**config.mk**
```make
export PLATFORM = sky130hd
export DESIGN_NAME = bdb_div
export DESIGN_NICKNAME = d
export VERILOG_FILES = /design/src/bdb_pkg.sv /design/src/bdb_div.sv
export SDC_FILE = /design/constraint.sdc
export NUM_CORES = 1
export LEC_CHECK = 0
export ABC_AREA = 1
export BUFFER_PORTS_ARGS = -buffer_cell sky130_fd_sc_hd__buf_2
export CORE_MARGIN = 2
export CORE_UTILIZATION = 33
export CTS_CLUSTER_SIZE = 14
export DETAILED_ROUTE_END_ITERATION = 16
export GPL_ROUTABILITY_DRIVEN = 0
export PLACE_DENSITY = 0.5
export SYNTH_ARGS = -nofsm -noshare
export SYNTH_HDL_FRONTEND = slang
export SYNTH_SLANG_ARGS = --single-unit
```
**constraint.sdc**
```tcl
create_clock -name clk -period 2 [get_ports clk]
set_input_delay 0.2 -clock clk [delete_from_list [all_inputs] [get_ports clk]]
set_output_delay 0.2 -clock clk [all_outputs]
set_load 0.02 [all_outputs]
```
**src/bdb_pkg.sv**
```systemverilog
// Shared constants, codes and types for the B-spline de Boor evaluator.
// Used by the top level, the weight divider and the port checker.
package bdb_pkg;

	localparam int MAX_KNOTS  = 32;
	localparam int MAX_DEGREE = 7;
	localparam int MAX_DIM    = 4;
	localparam int FRAC_BITS  = 16;
	localparam int CTRL_DEPTH = 128;
	localparam int CTRL_AW    = 7;

	localparam logic [1:0] MODE_KNOT = 2'd0;
	localparam logic [1:0] MODE_CTRL = 2'd1;
	localparam logic [1:0] MODE_EVAL = 2'd2;

	localparam logic [1:0] ERR_NONE  = 2'd0;
	localparam logic [1:0] ERR_RANGE = 2'd1;
	localparam logic [1:0] ERR_SPAN  = 2'd2;

	localparam logic [1:0] CFG_DEGREE = 2'd0;
	localparam logic [1:0] CFG_DIM    = 2'd1;
	localparam logic [1:0] CFG_KNOTS  = 2'd2;

	typedef struct packed {
		logic busy;
		logic done;
	} div_stat_t;

endpackage

```
**src/bdb_div.sv**
```systemverilog
// Restoring divider for the blend weight, one quotient bit per cycle.
// Depends on bdb_pkg for the status struct and default fraction width.
module bdb_div #(
	parameter int FRAC_BITS = bdb_pkg::FRAC_BITS
) (
	input  logic                   clk,
	input  logic                   arst_n,
	input  logic                   start,
	input  logic [33+FRAC_BITS-1:0] num,
	input  logic [31:0]            den,
	output bdb_pkg::div_stat_t     stat,
	output logic [FRAC_BITS:0]     quot
);
	localparam int DW = 33 + FRAC_BITS;
	localparam int CW = $clog2(FRAC_BITS + 1);

	logic [DW-1:0]      rem_q;
	logic [DW-1:0]      den_q;
	logic [FRAC_BITS:0] q_q;
	logic [CW-1:0]      cnt_q;
	logic               busy_q;
	logic               done_q;
	logic               ge;

	assign ge = rem_q >= den_q;

	always_ff @(posedge clk or negedge arst_n) begin
		if (!arst_n) begin
			busy_q <= 1'b0;
			done_q <= 1'b0;
			cnt_q  <= '0;
			rem_q  <= '0;
			den_q  <= '0;
			q_q    <= '0;
		end else begin
			done_q <= 1'b0;
			if (start) begin
				rem_q  <= num;
				den_q  <= DW'(den) << FRAC_BITS;
				cnt_q  <= CW'(FRAC_BITS);
				q_q    <= '0;
				busy_q <= 1'b1;
			end else if (busy_q) begin
				if (ge) begin
					rem_q <= rem_q - den_q;
				end
				den_q <= den_q >> 1;
				q_q   <= {q_q[FRAC_BITS-1:0], ge};
				if (cnt_q == '0) begin
					busy_q <= 1'b0;
					done_q <= 1'b1;
				end else begin
					cnt_q <= cnt_q - 1'b1;
				end
			end
		end
	end

	assign stat.busy = busy_q;
	assign stat.done = done_q;
	assign quot      = q_q;

endmodule

```
Yosys cells after proc, flatten, opt, wreduce, memory -nomap -nowiden
Cells that the tools add are included.
{"block": "totals", "output_inout_bits": 19, "input_bits": 84, "reg_bits": 122, "wordCells": 31}
{"block": "op_classes", "n_addsub": 2, "n_reduce_logical": 5, "n_mux": 16, "n_lt_le_gt_ge": 1, "n_eq_ne": 1}
{"op": "$mux W49", "n": 5}
{"op": "$ge A49 B49 Y1", "n": 1}
{"op": "$sub A49 B49 Y49", "n": 1}
{"op": "$mux W17", "n": 2}
{"op": "$mux W5", "n": 3}
{"op": "$mux W1", "n": 6}
{"op": "$logic_not A5 Y1", "n": 1}
{"op": "$sub A5 B1 Y5 const B", "n": 1}
{"op": "$reduce_and A2 Y1", "n": 2}
{"op": "$reduce_bool A2 Y1", "n": 2}
{"op": "$ne A2 B2 Y1 const B", "n": 1}

Logic depth before layout (Yosys ltp)
{"block": "depth", "ltp_word": 4, "mapped_depth": 17, "mapped_depth_nobuf": 17}

Least setup slack after synthesis
OpenSTA, ideal clock, no wires.
{"block": "synth_timing", "path_kind": "reg-to-reg", "start": "register den_q[0]", "end": "register rem_q[48]", "t_required_ns": 1.884, "n_path_buf": 0, "setup_ns": 0.116, "path_slack_ns": -0.006, "arrival_time_ns": 1.890, "path_stages_with_launch": 17, "synth_period_minus_slack_ns": 2.006, "path_cell_list": "dfrtp_1 -> ha_1 -> fa_1 -> inv_1 -> nand3_1 -> nand2_1 -> nand2_1 -> nand2_1 -> nand2_1 -> nand2_1 -> nand2_1 -> nand3_1 -> nand2_1 -> nand3_1 -> nand2_1 -> nand2_1 -> nand2_1"}
{"block": "synth_via", "elab_chain_cells": 4, "word_cells_on_any_way": 7, "classes_between": "add/sub (1); order compare (1); mux (3); reduce/logical (2)"}
{"item": "start, declared", "line": "bdb_div.sv:18", "text": "logic [DW-1:0] den_q;"}
{"item": "start signal, assigned", "line": "bdb_div.sv:39", "text": "den_q <= DW'(den) << FRAC_BITS;"}
{"item": "start signal, assigned", "line": "bdb_div.sv:47", "text": "den_q <= den_q >> 1;"}
{"item": "$sub A49 B49 Y49", "line": "bdb_div.sv:45", "text": "rem_q <= rem_q - den_q;"}
{"item": "$mux W49", "line": "bdb_div.sv:44", "text": "if (ge) begin"}
{"item": "$mux W49", "line": "bdb_div.sv:43", "text": "end else if (busy_q) begin"}
{"item": "$mux W49", "line": "bdb_div.sv:37", "text": "if (start) begin"}
{"item": "end signal, assigned", "line": "bdb_div.sv:38", "text": "rem_q <= num;"}
{"item": "end signal, assigned", "line": "bdb_div.sv:45"}
{"item": "end, declared", "line": "bdb_div.sv:17", "text": "logic [DW-1:0] rem_q;"}
Parallel ways exist; a longest one is shown, timed or not. The select of a mux whose other input is x is not followed.
A chain may end at the register's enable or synchronous reset.

Worst setup path after layout
{"block": "layout_timing", "start": "register den_q[42]", "end": "register rem_q[40]"}
{"block": "layout_via", "elab_chain_cells": 3}
{"item": "$ge A49 B49 Y1", "line": "bdb_div.sv:25", "text": "assign ge = rem_q >= den_q;"}
{"item": "$reduce_bool A2 Y1 (no line)"}
{"item": "$reduce_and A2 Y1 (no line)"}
No other way between the ends.

==> flow_summary.toml <==
[run_status]
result_of_the_run = "complete, but fails checks"
violated_checks = "setup timing"

[synthesis]
synth_ff_type = "sky130_fd_sc_hd__dfrtp_1"
synth_top_area_share_pct = 30.8
syn_avg_cell_area_um2 = 6.16
synth.top_cells.by_area = "sky130_fd_sc_hd__dfrtp_1 (31%), sky130_fd_sc_hd__nand2_1 (24%), sky130_fd_sc_hd__inv_1 (12%)"
netlist_area_um2 = 9830
netlist_top_cells_count = "sky130_fd_sc_hd__nand2_1 (617), sky130_fd_sc_hd__inv_1 (302), sky130_fd_sc_hd__dfrtp_1 (121)"
synth.most_common_cell = "sky130_fd_sc_hd__nand2_1"
synth_cell_type_count = 35
synth.net_count = 1730
yosys_warnings = 0
synth_enable_flop_cells = 0
postSynth.asyncResetShare_pct = 100
yosysSeqAreaShare_pct = 30.8
ys_ff_latch = 121
yosysTopAreaCell = "sky130_fd_sc_hd__dfrtp_1"
synthCells = 1595

[setup_path]
class_of_the_most_critical_setup_path = "reg -> reg"
critical_path_cell_with_the_highest_stage_delay = "sky130_fd_sc_hd__dfrtp_1"
cp.arrival_ns = 2.52
rrSetupSlack_ns = -0.18
cp_common_cell = "sky130_fd_sc_hd__nand2_4"
worst-path-max-fanout = 4
worstPathCellList = "inv_2 -> ha_4 -> nand2_4 -> nand2_4 -> a21oi_4 -> nor2_2 -> nor2_2 -> nand3_2 -> nor2_4 -> nand2_4 -> nand2_8 -> nand2_4 -> clkbuf_16 -> nand2_1 -> nand2_1"
timing.critical_path.to_type = "flop"
slowest_stage_delay_cp_ns = 0.37
worst_ep_required_time_ns = 2.34
setup.worst_path.start_class = "flop"

[cts]
cts.sinks = 121
clock_network_latency_to_the_later_pin_of_the_worst_skew_pair_ns = 0.45
cts_tree = "done"
clkTransAtPathRegs_ns = 0.06
cts-root-buf = "sky130_fd_sc_hd__clkbuf_16"
cts-buffers-inserted = 17
clock_path_buffers = 2
htreeDepth = 4

[place]
detailedPlacementHpwl_um = 25800
place_worst_setup_slack_ns = -0.381
place_inst = 2257
post_dp_cell_area_um2 = 12300
numPortBuffers = 102

[pwr]
powerDensity_nw_per_um2 = 1610
largest_vdd_supply_drop_uv = 644
power.leakage_nw = 8.06

[drt]
routed_via_density = 4.66
wl_um = 35100
remaining_drc_errors = 0
detailroute.via_count = 11100
drt-initial-drc-count = 684
wl_per_cell_um = 14.7
route.antenna.remaining_nets = 0
drt_pre_antenna_iters = 6

[global_route]
wire_length_of_the_first_global_routing_pass_um = 54600
grt_remaining_overflow = 0
antenna_found_initial = 0
grt_usage_pct = 22.5
grt_pass1_vias = 10500
grt_start_max_net_pins = 55

[sta]
worst_clock_skew_ns = 0.0121
period_minus_slack_ns = 2.18
fin_hold_ws_ns = 0.0295
rsz0062_at_grt = "yes"
finalMaxSlewViolations = 0
maxClockFrequency_mhz = 458
setup_viol = 50
min_period_over_period_pct = 109
totalNegativeSetupSlack_ns = -5.84
max_slew.worst_pin.slew_ns = 0.516
setup_ws_ns = -0.183
final_hold_viol_count = 0
worst_slew_margin_rel_pct = 65.6

[floorplan]
design.die.area_um2 = 31200
floorplan.die.width_um = 177
core_area_um2 = 29500
num_rows = 63
pin_count = 103
start_util_pct = 33.3
die_h_um = 177

[finish]
layout-drive-gt1-share_pct = 38.1
synthToLayoutAreaGrowth_pct = 55.8
fillerInstances = 2993
layout.nets = 2112
fin_cells = 2380
final_area_um2 = 15300
antenna-diode-count = 0

[job]
maxCapViolations = 0

[hold_path]
min_path_type = "in -> reg"
## cell usage in the layout, fill, tap and decap left out, types with 3 or more instances in the layout
master	count
sky130_fd_sc_hd__a21oi_1	24
sky130_fd_sc_hd__a21oi_2	9
sky130_fd_sc_hd__buf_12	8
sky130_fd_sc_hd__buf_2	101
sky130_fd_sc_hd__buf_4	241
sky130_fd_sc_hd__buf_6	6
sky130_fd_sc_hd__bufinv_16	3
sky130_fd_sc_hd__clkbuf_16	19
sky130_fd_sc_hd__clkinv_2	3
sky130_fd_sc_hd__clkinv_4	4
sky130_fd_sc_hd__clkinvlp_4	4
sky130_fd_sc_hd__dfrtp_1	121
sky130_fd_sc_hd__dlygate4sd3_1	45
sky130_fd_sc_hd__ha_1	3
sky130_fd_sc_hd__ha_4	46
sky130_fd_sc_hd__inv_1	255
sky130_fd_sc_hd__inv_2	55
sky130_fd_sc_hd__nand2_1	491
sky130_fd_sc_hd__nand2_2	122
sky130_fd_sc_hd__nand2_4	25
sky130_fd_sc_hd__nand3_1	65
sky130_fd_sc_hd__nand3_2	24
sky130_fd_sc_hd__nand3_4	3
sky130_fd_sc_hd__nand3b_1	8
sky130_fd_sc_hd__nand4_1	24
sky130_fd_sc_hd__nor2_1	39
sky130_fd_sc_hd__nor2_2	31
sky130_fd_sc_hd__nor2_4	26
sky130_fd_sc_hd__o21ai_0	100
sky130_fd_sc_hd__o22ai_1	33
sky130_fd_sc_hd__or2_2	7
sky130_fd_sc_hd__xnor2_1	3
sky130_fd_sc_hd__xor2_1	12
## where the power goes
group / total, mW / internal [mW] / switching, mW
Clock: 3.28 / 1.99 / 1.28
Sequential: 3.84 / 3.19 / 0.651
Combinational: 17.6 / 8.01 / 9.57
## flip-flops by register name (all words and copies together) (netlist names)
signal / count
rem_q: 49
den_q: 48
quot: 17
cnt_q: 5
busy_q: 1
done_q: 1
## area by class of cell
cell class	count	area (µm²)	area share, %
clock inverters	14	174	1.14
inverters	311	1170	7.63
repair buffers	406	3110	20.3
multi-input cells	1120	6910	45.1
clock buffers	18	439	2.87
well taps	390	488	3.19
flip-flops and latches	121	3030	19.8
## critical path: cells and delay by family (launching register included)
family	cells	cell delay [ns]
AO/OA/AOI/OAI	1	0.18
adder cells (fa/ha/maj)	1	0.22
buffers and inverters	2	0.28
flip-flops	1	0.37
AND/OR/NAND/NOR	11	1.02
## stage by stage
step	util (%)	power (mW)
after floorplan	-	11.5
after global placement	41.7	16.7
after detailed placement	41.7	16.9
after CTS	49.6	23.0
after global routing	52.0	26.6
final	52.0	24.7
## metal layers
metal  wire [µm]  track usage [%]
met1       16800             31.0
met2       16400             36.5
met3        1380             2.99
met4         596             7.02
met5           0                0
## path summary, 6_finish.rpt
check,startpoint,end,cells after the start
worst max register to register,den_q[42]$_DFFE_PN0P_,rem_q[40]$_DFFE_PN0P_,15
worst min-delay path,den[22],den_q[38]$_DFFE_PN0P_,3
worst min register to register,cnt_q[4]$_DFFE_PN0P_,cnt_q[4]$_DFFE_PN0P_,1
min in group asynchronous,arst_n,quot[12]$_DFFE_PN0P_,2
worst max-delay path,den_q[42]$_DFFE_PN0P_,rem_q[40]$_DFFE_PN0P_,15
max in group asynchronous,arst_n,den_q[25]$_DFFE_PN0P_,3
## what timing repair did
action | in CTS | in global routing
setup endpoints to repair | 50 | 50
hold endpoints to repair | 69 | 0
gates cloned | 2 | 3
hold buffers | 45 | 0
pin swaps | 41 | 53
gates resized for setup | 226 | 147
buffers inserted | 20 | 21
## cell families after synthesis
kind of cell               after synthesis  synth area share (%)
DFF                                    121                  30.8
xor gates and xnor gates                17                  1.51
and+or+nand+nor                        878                  37.6
adders and majority gates               51                  6.57
buffers and inverters                  355                  14.3
AOI/OAI and AO/OA                      173                  9.29
Power figures use the tool's default switching activity.
